$ cat src/rtl/tts_pkg.sv
// ----------------------------------------------------------------------------
// Tween timeline sequencer package
// Shared constants, codes and types of the timeline sequencer.
// ----------------------------------------------------------------------------
package tts_pkg;

  localparam int TIME_BITS_DEF = 32;
  localparam int ALU_W         = 33;
  localparam int APB_AW        = 5;
  localparam int APB_DW        = 32;
  localparam int IN_TDATA_W    = 16;
  localparam int IN_TUSER_W    = 2;
  localparam int OUT_TDATA_W   = 24;
  localparam int OUT_TUSER_W   = 10;
  localparam int PROG_W        = 17;

  localparam logic [31:0]       LOOPS_FOREVER = 32'hFFFF_FFFF;
  localparam logic [PROG_W-1:0] ONE_Q16       = 17'h1_0000;

  localparam logic [31:0] DURATION_RST   = 32'd500;
  localparam logic [15:0] TIME_SCALE_RST = 16'd256;

  localparam logic [1:0] FUNC_TICK  = 2'd0;
  localparam logic [1:0] FUNC_START = 2'd1;
  localparam logic [1:0] FUNC_STOP  = 2'd2;
  localparam logic [1:0] FUNC_PAUSE = 2'd3;

  localparam logic [1:0] LOOP_SINGLE = 2'd0;
  localparam logic [1:0] LOOP_REPEAT = 2'd1;
  localparam logic [1:0] LOOP_YOYO   = 2'd2;

  localparam logic [2:0] RS_CREATED = 3'd0;
  localparam logic [2:0] RS_RUNNING = 3'd1;
  localparam logic [2:0] RS_PAUSED  = 3'd2;
  localparam logic [2:0] RS_STOPPED = 3'd3;
  localparam logic [2:0] RS_DONE    = 3'd4;

  localparam logic [2:0] REG_DURATION       = 3'd0;
  localparam logic [2:0] REG_START_DELAY    = 3'd1;
  localparam logic [2:0] REG_LOOP_MODE      = 3'd2;
  localparam logic [2:0] REG_LOOP_COUNT     = 3'd3;
  localparam logic [2:0] REG_START_REVERSED = 3'd4;
  localparam logic [2:0] REG_TIME_SCALE     = 3'd5;

  typedef struct packed {
    logic [ALU_W-1:0] a;
    logic [ALU_W-1:0] b;
    logic             sub;
  } alu_req_t;

  typedef struct packed {
    logic [ALU_W-1:0] sum;
    logic             borrow;
  } alu_rsp_t;

  typedef struct packed {
    logic [2:0] run_state;
    logic       refused;
    logic       finished;
    logic       leg_done;
    logic       paused;
    logic       stopped;
    logic       started;
    logic       progress_valid;
  } out_user_t;

endpackage

$ cat src/rtl/tts_alu.sv
// ----------------------------------------------------------------------------
// Tween timeline sequencer shared adder
// Add/subtract unit with borrow, shared by the sequencer's add, subtract and compare steps.
// ----------------------------------------------------------------------------
module tts_alu (
  input  tts_pkg::alu_req_t req_i,
  output tts_pkg::alu_rsp_t rsp_o
);
  import tts_pkg::*;

  logic [ALU_W-1:0] b_eff;
  logic [ALU_W:0]   total;

  assign b_eff = req_i.sub ? ~req_i.b : req_i.b;
  assign total = {1'b0, req_i.a} + {1'b0, b_eff} + (ALU_W + 1)'(req_i.sub);

  assign rsp_o.sum    = total[ALU_W-1:0];
  assign rsp_o.borrow = req_i.sub & ~total[ALU_W];

endmodule

$ cat src/rtl/tween_timeline_sequencer.sv
// ----------------------------------------------------------------------------
// Tween timeline sequencer
// Linear animation timeline driven by tick, start, stop and pause requests.
// ----------------------------------------------------------------------------
// One request is taken at a time. Start, stop, pause and a tick that finds
// the run not running go from decode straight to the output state; a tick
// that is still used up by the start delay passes scale and delay; any
// other tick goes through advance, diff and compare, after a remain step
// when it also ends the start delay, then, inside a leg, through the 16
// single-bit steps of the progress division through the one shared 33-bit
// adder, then mirror, and leg at the leg end. The result sits in an output
// register, so the next request is accepted while it waits to be taken.
module tween_timeline_sequencer #(
  parameter int TIME_BITS = tts_pkg::TIME_BITS_DEF
) (
  input  logic                             clk_i,
  input  logic                             rst_ni,
  // APB configuration port
  input  logic                             psel,
  input  logic                             penable,
  input  logic                             pwrite,
  input  logic [tts_pkg::APB_AW-1:0]       paddr,
  input  logic [tts_pkg::APB_DW-1:0]       pwdata,
  output logic [tts_pkg::APB_DW-1:0]       prdata,
  output logic                             pready,
  // Request stream
  input  logic                             s_axis_tvalid,
  output logic                             s_axis_tready,
  input  logic [tts_pkg::IN_TDATA_W-1:0]   s_axis_tdata,  // [15:0] delta
  input  logic [tts_pkg::IN_TUSER_W-1:0]   s_axis_tuser,  // [1:0] func
  // Result stream
  output logic                             m_axis_tvalid,
  input  logic                             m_axis_tready,
  output logic [tts_pkg::OUT_TDATA_W-1:0]  m_axis_tdata,  // [16:0] progress
  // [0] progress_valid, [1] started, [2] stopped, [3] paused, [4] leg_done,
  // [5] finished, [6] refused, [9:7] run_state
  output logic [tts_pkg::OUT_TUSER_W-1:0]  m_axis_tuser
);
  import tts_pkg::*;

  localparam logic [3:0] ST_IDLE    = 4'd0;
  localparam logic [3:0] ST_DECODE  = 4'd1;
  localparam logic [3:0] ST_SCALE   = 4'd2;
  localparam logic [3:0] ST_DELAY   = 4'd3;
  localparam logic [3:0] ST_REMAIN  = 4'd4;
  localparam logic [3:0] ST_ADVANCE = 4'd5;
  localparam logic [3:0] ST_DIFF    = 4'd6;
  localparam logic [3:0] ST_CMP     = 4'd7;
  localparam logic [3:0] ST_DIV     = 4'd8;
  localparam logic [3:0] ST_MIRROR  = 4'd9;
  localparam logic [3:0] ST_LEG     = 4'd10;
  localparam logic [3:0] ST_OUT     = 4'd11;

  function automatic logic [31:0] loaded_loops(logic [1:0] mode, logic [31:0] count);
    logic [31:0] r;
    r = '0;
    if (mode == LOOP_REPEAT || mode == LOOP_YOYO) begin
      r = (count == '0) ? LOOPS_FOREVER : count;
    end
    return r;
  endfunction

  // Configuration registers
  logic [31:0] duration_q;
  logic [31:0] start_delay_q;
  logic [1:0]  loop_mode_q;
  logic [31:0] loop_count_q;
  logic        start_reversed_q;
  logic [15:0] tick_scale_q;

  // Timeline state
  logic [2:0]           mode_state_q;
  logic [TIME_BITS-1:0] now_q;
  logic [TIME_BITS-1:0] leg_start_q;
  logic [31:0]          delay_left_q;
  logic                 rev_q;
  logic [31:0]          loops_left_q;

  // Sequencer and work registers
  logic [3:0]           state_q;
  logic [3:0]           state_d;
  logic [1:0]           func_q;
  logic [15:0]          delta_q;
  logic [23:0]          elapsed_q;
  logic [TIME_BITS-1:0] d_q;
  logic [31:0]          rem_q;
  logic [3:0]           cnt_q;
  logic                 leg_end_q;
  logic [PROG_W-1:0]    prog_q;
  out_user_t            res_q;

  // Output register
  logic                   m_valid_q;
  logic [OUT_TDATA_W-1:0] m_tdata_q;
  logic [OUT_TUSER_W-1:0] m_tuser_q;

  alu_req_t    alu_req;
  alu_rsp_t    alu_rsp;
  logic [31:0] scale_prod;
  logic [32:0] rem_shift;
  logic        delay_gt;
  logic        cfg_we;
  logic [2:0]  cfg_idx;
  logic        in_take;
  logic        out_load;
  logic        running;
  logic        looped;
  logic        rev_new;
  logic [31:0] loops_new;
  logic        finish;
  out_user_t   out_user;
  out_user_t   dec_res;

  tts_alu u_alu (
    .req_i (alu_req),
    .rsp_o (alu_rsp)
  );

  assign cfg_idx       = paddr[APB_AW-1:2];
  assign cfg_we        = psel & penable & pwrite;
  assign pready        = 1'b1;
  assign s_axis_tready = (state_q == ST_IDLE);
  assign in_take       = s_axis_tvalid & s_axis_tready;
  assign out_load      = (state_q == ST_OUT) & (~m_valid_q | m_axis_tready);
  assign running       = (mode_state_q == RS_RUNNING);
  assign scale_prod    = 32'(delta_q) * 32'(tick_scale_q);
  assign rem_shift     = {rem_q, 1'b0};
  assign delay_gt      = ~alu_rsp.borrow & (alu_rsp.sum[31:0] != '0);

  assign m_axis_tvalid = m_valid_q;
  assign m_axis_tdata  = m_tdata_q;
  assign m_axis_tuser  = m_tuser_q;

  always_comb begin
    prdata = '0;
    unique case (cfg_idx)
      REG_DURATION:       prdata = duration_q;
      REG_START_DELAY:    prdata = start_delay_q;
      REG_LOOP_MODE:      prdata = APB_DW'(loop_mode_q);
      REG_LOOP_COUNT:     prdata = loop_count_q;
      REG_START_REVERSED: prdata = APB_DW'(start_reversed_q);
      REG_TIME_SCALE:     prdata = APB_DW'(tick_scale_q);
      default:            prdata = '0;
    endcase
  end

  // Operand selection for the shared adder.
  always_comb begin
    alu_req = '0;
    unique case (state_q)
      ST_DELAY: begin
        alu_req.a   = ALU_W'(delay_left_q);
        alu_req.b   = ALU_W'(elapsed_q);
        alu_req.sub = 1'b1;
      end
      ST_REMAIN: begin
        alu_req.a   = ALU_W'(elapsed_q);
        alu_req.b   = ALU_W'(delay_left_q);
        alu_req.sub = 1'b1;
      end
      ST_ADVANCE: begin
        alu_req.a   = ALU_W'(now_q);
        alu_req.b   = ALU_W'(elapsed_q);
      end
      ST_DIFF: begin
        alu_req.a   = ALU_W'(now_q);
        alu_req.b   = ALU_W'(leg_start_q);
        alu_req.sub = 1'b1;
      end
      ST_CMP: begin
        alu_req.a   = ALU_W'(d_q);
        alu_req.b   = ALU_W'(duration_q);
        alu_req.sub = 1'b1;
      end
      ST_DIV: begin
        alu_req.a   = rem_shift;
        alu_req.b   = ALU_W'(duration_q);
        alu_req.sub = 1'b1;
      end
      ST_MIRROR: begin
        alu_req.a   = ALU_W'(ONE_Q16);
        alu_req.b   = ALU_W'(prog_q);
        alu_req.sub = 1'b1;
      end
      ST_LEG: begin
        alu_req.a   = ALU_W'(loops_left_q);
        alu_req.b   = ALU_W'(1'b1);
        alu_req.sub = 1'b1;
      end
      default: alu_req = '0;
    endcase
  end

  // Result flags of a start, stop or pause request.
  always_comb begin
    dec_res = '0;
    unique case (func_q)
      FUNC_START: begin
        if (!running) begin
          dec_res.started        = 1'b1;
          dec_res.progress_valid = 1'b1;
        end
      end
      FUNC_STOP: begin
        if (running) begin
          dec_res.stopped        = 1'b1;
          dec_res.progress_valid = 1'b1;
        end else begin
          dec_res.refused = 1'b1;
        end
      end
      FUNC_PAUSE: begin
        if (running) begin
          dec_res.paused = 1'b1;
        end else begin
          dec_res.refused = 1'b1;
        end
      end
      default: dec_res = '0;
    endcase
  end

  // Loop bookkeeping at the end of a leg.
  always_comb begin
    looped    = 1'b0;
    rev_new   = rev_q;
    loops_new = loops_left_q;
    case (loop_mode_q)
      LOOP_REPEAT: begin
        if (loops_left_q != '0) begin
          looped    = 1'b1;
          loops_new = alu_rsp.sum[31:0];
        end
      end
      LOOP_YOYO: begin
        if (loops_left_q != '0) begin
          looped  = 1'b1;
          rev_new = ~rev_q;
          if (!rev_new) begin
            loops_new = alu_rsp.sum[31:0];
          end
        end
      end
      default: looped = 1'b0;
    endcase
    if (looped && loops_new == '0 && loop_count_q == '0) begin
      loops_new = LOOPS_FOREVER;
    end
    finish = (loops_new == '0) ||
             !(loop_mode_q == LOOP_REPEAT || loop_mode_q == LOOP_YOYO);
  end

  always_comb begin
    out_user           = res_q;
    out_user.run_state = mode_state_q;
  end

  always_comb begin
    state_d = state_q;
    unique case (state_q)
      ST_IDLE:    if (in_take) state_d = ST_DECODE;
      ST_DECODE:  state_d = (func_q == FUNC_TICK && running) ? ST_SCALE : ST_OUT;
      ST_SCALE:   state_d = ST_DELAY;
      ST_DELAY: begin
        if (delay_left_q == '0) begin
          state_d = ST_ADVANCE;
        end else begin
          state_d = delay_gt ? ST_OUT : ST_REMAIN;
        end
      end
      ST_REMAIN:  state_d = ST_ADVANCE;
      ST_ADVANCE: state_d = ST_DIFF;
      ST_DIFF:    state_d = ST_CMP;
      ST_CMP:     state_d = alu_rsp.borrow ? ST_DIV : ST_MIRROR;
      ST_DIV:     if (cnt_q == 4'd15) state_d = ST_MIRROR;
      ST_MIRROR:  state_d = leg_end_q ? ST_LEG : ST_OUT;
      ST_LEG:     state_d = ST_OUT;
      ST_OUT:     if (out_load) state_d = ST_IDLE;
      default:    state_d = ST_IDLE;
    endcase
  end

  always_ff @(posedge clk_i or negedge rst_ni) begin
    if (!rst_ni) begin
      state_q   <= ST_IDLE;
      m_valid_q <= 1'b0;
    end else begin
      state_q <= state_d;
      if (out_load) begin
        m_valid_q <= 1'b1;
      end else if (m_axis_tready) begin
        m_valid_q <= 1'b0;
      end
    end
  end

  always_ff @(posedge clk_i) begin
    if (in_take) begin
      func_q  <= s_axis_tuser;
      delta_q <= s_axis_tdata;
    end
    if (out_load) begin
      m_tdata_q <= OUT_TDATA_W'(prog_q);
      m_tuser_q <= out_user;
    end
  end

  always_ff @(posedge clk_i or negedge rst_ni) begin
    if (!rst_ni) begin
      duration_q       <= DURATION_RST;
      start_delay_q    <= '0;
      loop_mode_q      <= LOOP_SINGLE;
      loop_count_q     <= '0;
      start_reversed_q <= 1'b0;
      tick_scale_q     <= TIME_SCALE_RST;
      mode_state_q     <= RS_CREATED;
      now_q            <= '0;
      leg_start_q      <= '0;
      delay_left_q     <= '0;
      rev_q            <= 1'b0;
      loops_left_q     <= '0;
      elapsed_q        <= '0;
      d_q              <= '0;
      rem_q            <= '0;
      cnt_q            <= '0;
      leg_end_q        <= 1'b0;
      prog_q           <= '0;
      res_q            <= '0;
    end else if (cfg_we) begin
      unique case (cfg_idx)
        REG_DURATION: duration_q <= pwdata;
        REG_START_DELAY: begin
          start_delay_q <= pwdata;
          delay_left_q  <= pwdata;
        end
        REG_LOOP_MODE: begin
          loop_mode_q  <= pwdata[1:0];
          loops_left_q <= loaded_loops(pwdata[1:0], loop_count_q);
        end
        REG_LOOP_COUNT: begin
          loop_count_q <= pwdata;
          loops_left_q <= loaded_loops(loop_mode_q, pwdata);
        end
        REG_START_REVERSED: begin
          start_reversed_q <= pwdata[0];
          rev_q            <= pwdata[0];
        end
        REG_TIME_SCALE: tick_scale_q <= pwdata[15:0];
        default: duration_q <= duration_q;
      endcase
    end else begin
      unique case (state_q)
        ST_DECODE: begin
          res_q     <= dec_res;
          prog_q    <= '0;
          leg_end_q <= 1'b0;
          unique case (func_q)
            FUNC_START: begin
              if (!running) begin
                if (mode_state_q == RS_DONE) begin
                  now_q        <= '0;
                  leg_start_q  <= '0;
                  rev_q        <= start_reversed_q;
                  loops_left_q <= loaded_loops(loop_mode_q, loop_count_q);
                end
                mode_state_q <= RS_RUNNING;
              end
            end
            FUNC_STOP: begin
              if (running) begin
                now_q        <= '0;
                leg_start_q  <= '0;
                rev_q        <= start_reversed_q;
                mode_state_q <= RS_STOPPED;
              end
            end
            FUNC_PAUSE: begin
              if (running) begin
                mode_state_q <= RS_PAUSED;
              end
            end
            default: mode_state_q <= mode_state_q;
          endcase
        end
        ST_SCALE: elapsed_q <= scale_prod[31:8];
        ST_DELAY: begin
          if (delay_left_q != '0 && delay_gt) begin
            delay_left_q <= alu_rsp.sum[31:0];
          end
        end
        ST_REMAIN: begin
          elapsed_q    <= alu_rsp.sum[23:0];
          delay_left_q <= '0;
          now_q        <= '0;
          leg_start_q  <= '0;
        end
        ST_ADVANCE: now_q <= alu_rsp.sum[TIME_BITS-1:0];
        ST_DIFF:    d_q   <= alu_rsp.sum[TIME_BITS-1:0];
        ST_CMP: begin
          res_q.progress_valid <= 1'b1;
          leg_end_q            <= ~alu_rsp.borrow;
          cnt_q                <= '0;
          rem_q                <= 32'(d_q);
          prog_q               <= alu_rsp.borrow ? '0 : ONE_Q16;
        end
        ST_DIV: begin
          cnt_q  <= cnt_q + 4'd1;
          prog_q <= {prog_q[PROG_W-2:0], ~alu_rsp.borrow};
          rem_q  <= alu_rsp.borrow ? rem_shift[31:0] : alu_rsp.sum[31:0];
        end
        ST_MIRROR: begin
          if (rev_q) begin
            prog_q <= alu_rsp.sum[PROG_W-1:0];
          end
        end
        ST_LEG: begin
          loops_left_q <= loops_new;
          rev_q        <= rev_new;
          if (looped) begin
            leg_start_q <= now_q;
          end
          if (finish) begin
            mode_state_q   <= RS_DONE;
            res_q.finished <= 1'b1;
          end else begin
            res_q.leg_done <= looped;
          end
        end
        default: cnt_q <= cnt_q;
      endcase
    end
  end

endmodule

$ cat config.mk
export PLATFORM = sky130hd
export DESIGN_NAME = tween_timeline_sequencer
export DESIGN_NICKNAME = d
export VERILOG_FILES = /design/src/rtl/tts_pkg.sv /design/src/rtl/tts_alu.sv /design/src/rtl/tween_timeline_sequencer.sv
export SDC_FILE = /design/constraint.sdc
export NUM_CORES = 2
export LEC_CHECK = 0
export BUFFER_PORTS_ARGS = -buffer_cell sky130_fd_sc_hd__buf_2
export CORE_UTILIZATION = 55
export DETAILED_ROUTE_END_ITERATION = 8
export PLACE_DENSITY_LB_ADDON = 0.08
export SYNTH_ARGS = -nofsm -noshare
export SYNTH_HDL_FRONTEND = slang
export SYNTH_SLANG_ARGS = --single-unit
$ cat constraint.sdc
create_clock -name clk_i -period 6 [get_ports clk_i]
set_input_delay 0.6 -clock clk_i [delete_from_list [all_inputs] [get_ports clk_i]]
set_output_delay 0.6 -clock clk_i [all_outputs]
set_load 0.01 [all_outputs]
==> results.yml <==
drt:
  drc_errors: 0
  first_pass_iters: 9
  avgViaCountPerCell: 6.62
  num_vias: 30700
  wl_per_cell_um: 27.6
  antenna_left: 0
  drt_iter0_markers: 4363
  drt_wl_total_um: 128000
clock_tree:
  numCtsBuffers: 48
  root_buffer: "clkbuf_16"
  cts_max_level: 2
  cts_hold_repair.buffers: 0
  clkLatencyLatePin_ns: 0.63
  clk_path_buf_depth: 3
  clock_sinks: 414
  clk_pin_slew_worst_paths_ns: 0.07
  cts_tree: "yes"
yosys:
  ys.flop_type: "dfrtp_1"
  ys_warn_count: 0
  ys_seq_area_share_pct: 32.4
  postSynthCellCount: 3542
  syn_area_mm2: 0.0327
  ys_seq_elements: 414
  synth_edf_count: 45
  synth.distinct_cells: 98
  syn_area_per_cell_um2: 9.23
  async_flop_share_pct: 89.1
final_layout:
  final_area_mm2: 0.0384
  final_common_cell: "nand2_1"
  multi_input_area_mm2: 0.0205
  fillers: 4712
  stdcell_count: 4634
  final_cell_mix: "nand2_1, o21ai_0, dfrtp_1"
  syn2layout_area_growth_pct: 17.6
  regArea_mm2: 0.0106
  nets: 4224
  drive_gt1_share_pct: 23.4
timing:
  rsz0062_at_grt: "true"
  worst_slack_ns: -0.236
  fin_crit_ns: 6.24
  tns_ns: -1.63
  finalHoldViolCount: 0
  slew_violations: 0
  tightest_slew_ns: 1.27
  finalCritPeriodShare_pct: 104
  slew_headroom_pct: 14.8
  finClkSkew_ns: 0.0598
  max_freq_mhz: 160
  setup_viol: 10
floorplanning:
  dieHeight_um: 246
  die_area_mm2: 0.0604
  start_util_pct: 56.1
  die_w_um: 246
  core_mm2: 0.0582
  io_pins: 131
  rows: 88
worst_setup_path:
  startpoint_type: "register"
  worst_setup_path_end_kind: "register"
  required_ns: 6.51
  setup.worst_path.class: "reg -> reg"
  critPathArrivalTime_ns: 6.74
  crit_fanout: 4
global_route:
  grt_usage_pct: 42.3
  antenna_found_initial: 6
  grt_pass1_wl_um: 191000
  grt_pass1_vias: 29900
  grt-ovfl-total: 0
  grt_max_degree: 122
place:
  io_buffers: 120
  dp_cells: 4486
  placed_cell_area_mm2: 0.0359
  dpl.hpwl_um: 94300
  place_worst_setup_slack_ns: -0.339
  globalplace.congestion: 1.05
run_status:
  status: "finished with violations"
  violations: "negative setup slack"
run:
  drv_cap: 0
min_path:
  hold_path.class: "in -> async"
## layout make-up
class | instances | share of cell area (%)
multi-input cells | 2614 | 53.3
flip-flops and latches | 414 | 27.6
repair buffers | 499 | 9.83
clock buffers | 66 | 3.51
well taps | 765 | 2.49
inverters | 250 | 2.45
clock inverters | 23 | 0.785
diodes | 3 | 0.0195
## final timing paths
check	cells after the start	endpoint	startpoint	slack, ns
setup / recovery	25	elapsed_q[17]	delta_q[8]	-0.24
min in group clk_i	1	delta_q[13]	s_axis_tdata[13]	0.16
max in group asynchronous	2	tick_scale_q[4]	rst_ni	4.31
setup reg to reg	25	elapsed_q[17]	delta_q[8]	-0.24
hold / removal	1	leg_start_q[23]	rst_ni	0.13
hold reg to reg	0	m_axis_tuser[6]	out_user[6]	0.46
## critical path, stage by stage, from the launching register on
cell and delay (ns):
edfxtp_1 0.45, buf_6 0.17, buf_6 0.12, buf_6 0.11, nand2_4 0.05, fa_1 0.41, inv_2 0.07, fa_1 0.44
fa_2 0.49, fa_1 0.49, inv_1 0.05, fa_1 0.48, inv_2 0.05, fa_1 0.52, ha_4 0.30, o21a_1 0.11
nor2_1 0.05, or3_1 0.32, o21ba_4 0.24, o31ai_4 0.26, a21oi_4 0.11, o21bai_1 0.21, a21o_1 0.19, a21oi_2 0.07
xor2_1 0.14, o31ai_1 0.24
## routing by layer
metal | vias to the layer above | share of wire, % | track usage (%)
met5 | - | 0.036 | 0
met3 | 311 | 14 | 15.2
li1 | 13100 | - | -
met2 | 2014 | 41 | 58.5
met1 | 15200 | 41 | 59.6
met4 | 6 | 4.4 | 16.9
## cells by family after synthesis
| family | share of synthesized area (%) |
|---|---|
| xor gates and xnor gates | 2.35 |
| other | 0.0230 |
| buffers and inverters | 6.49 |
| AOI/OAI and AO/OA | 21.3 |
| adders and majority gates | 17.3 |
| DFF | 32.4 |
| muxes | 5.57 |
| and+or+nand+nor | 14.5 |
## cells in the mapped netlist (30+ instances only)
master	count	area, µm²
nand3_1	31	155
and2_1	96	601
a21oi_1	139	696
a221oi_2	30	450
a222oi_1	39	390
o21ai_0	365	1830
a221oi_1	34	298
nand4_1	64	400
mux2_2	123	1390
mux2i_1	39	390
ha_1	141	1760
nor2_1	177	664
fa_1	194	3880
edfxtp_1	45	1350
xnor2_1	58	508
clkbuf_1	217	815
dfrtp_1	362	9060
a22o_1	61	534
inv_1	249	935
nand2_1	510	1910
a22oi_1	68	510
nor4_1	32	200
## state kept, by name, summed over array words and instances, names as in the netlist, 3 cells and up
name	cells
d_q	32
delay_left_q	32
duration_q	32
leg_start_q	32
loop_count_q	32
loops_left_q	32
now_q	32
rem_q	32
start_delay_q	32
elapsed_q	24
m_axis_tdata	17
prog_q	17
delta_q	16
tick_scale_q	16
m_axis_tuser	10
out_user	7
cnt_q	4
state_q	4
mode_state_q	3
## repair_timing
action | CTS | global route
pin swaps | 42 | 57
gates cloned | 0 | 1
gates resized for setup | 60 | 72
endpoints found under the setup margin | 11 | 93
buffers inserted | 28 | 29
## metrics by stage
stage / utilization, % / hold WS [ns]
final: 66.0 / 0.128
after global routing: 66.0 / 0.154
after CTS: 65.2 / 0.148
after detailed placement: 61.6 / 0.442
after global placement: 61.6 / 0.434
after floorplan: - / 0.304
Power is left out: the tool's default activity adds up to more than one toggle a clock period on the data nets, which glitch-free logic cannot reach.
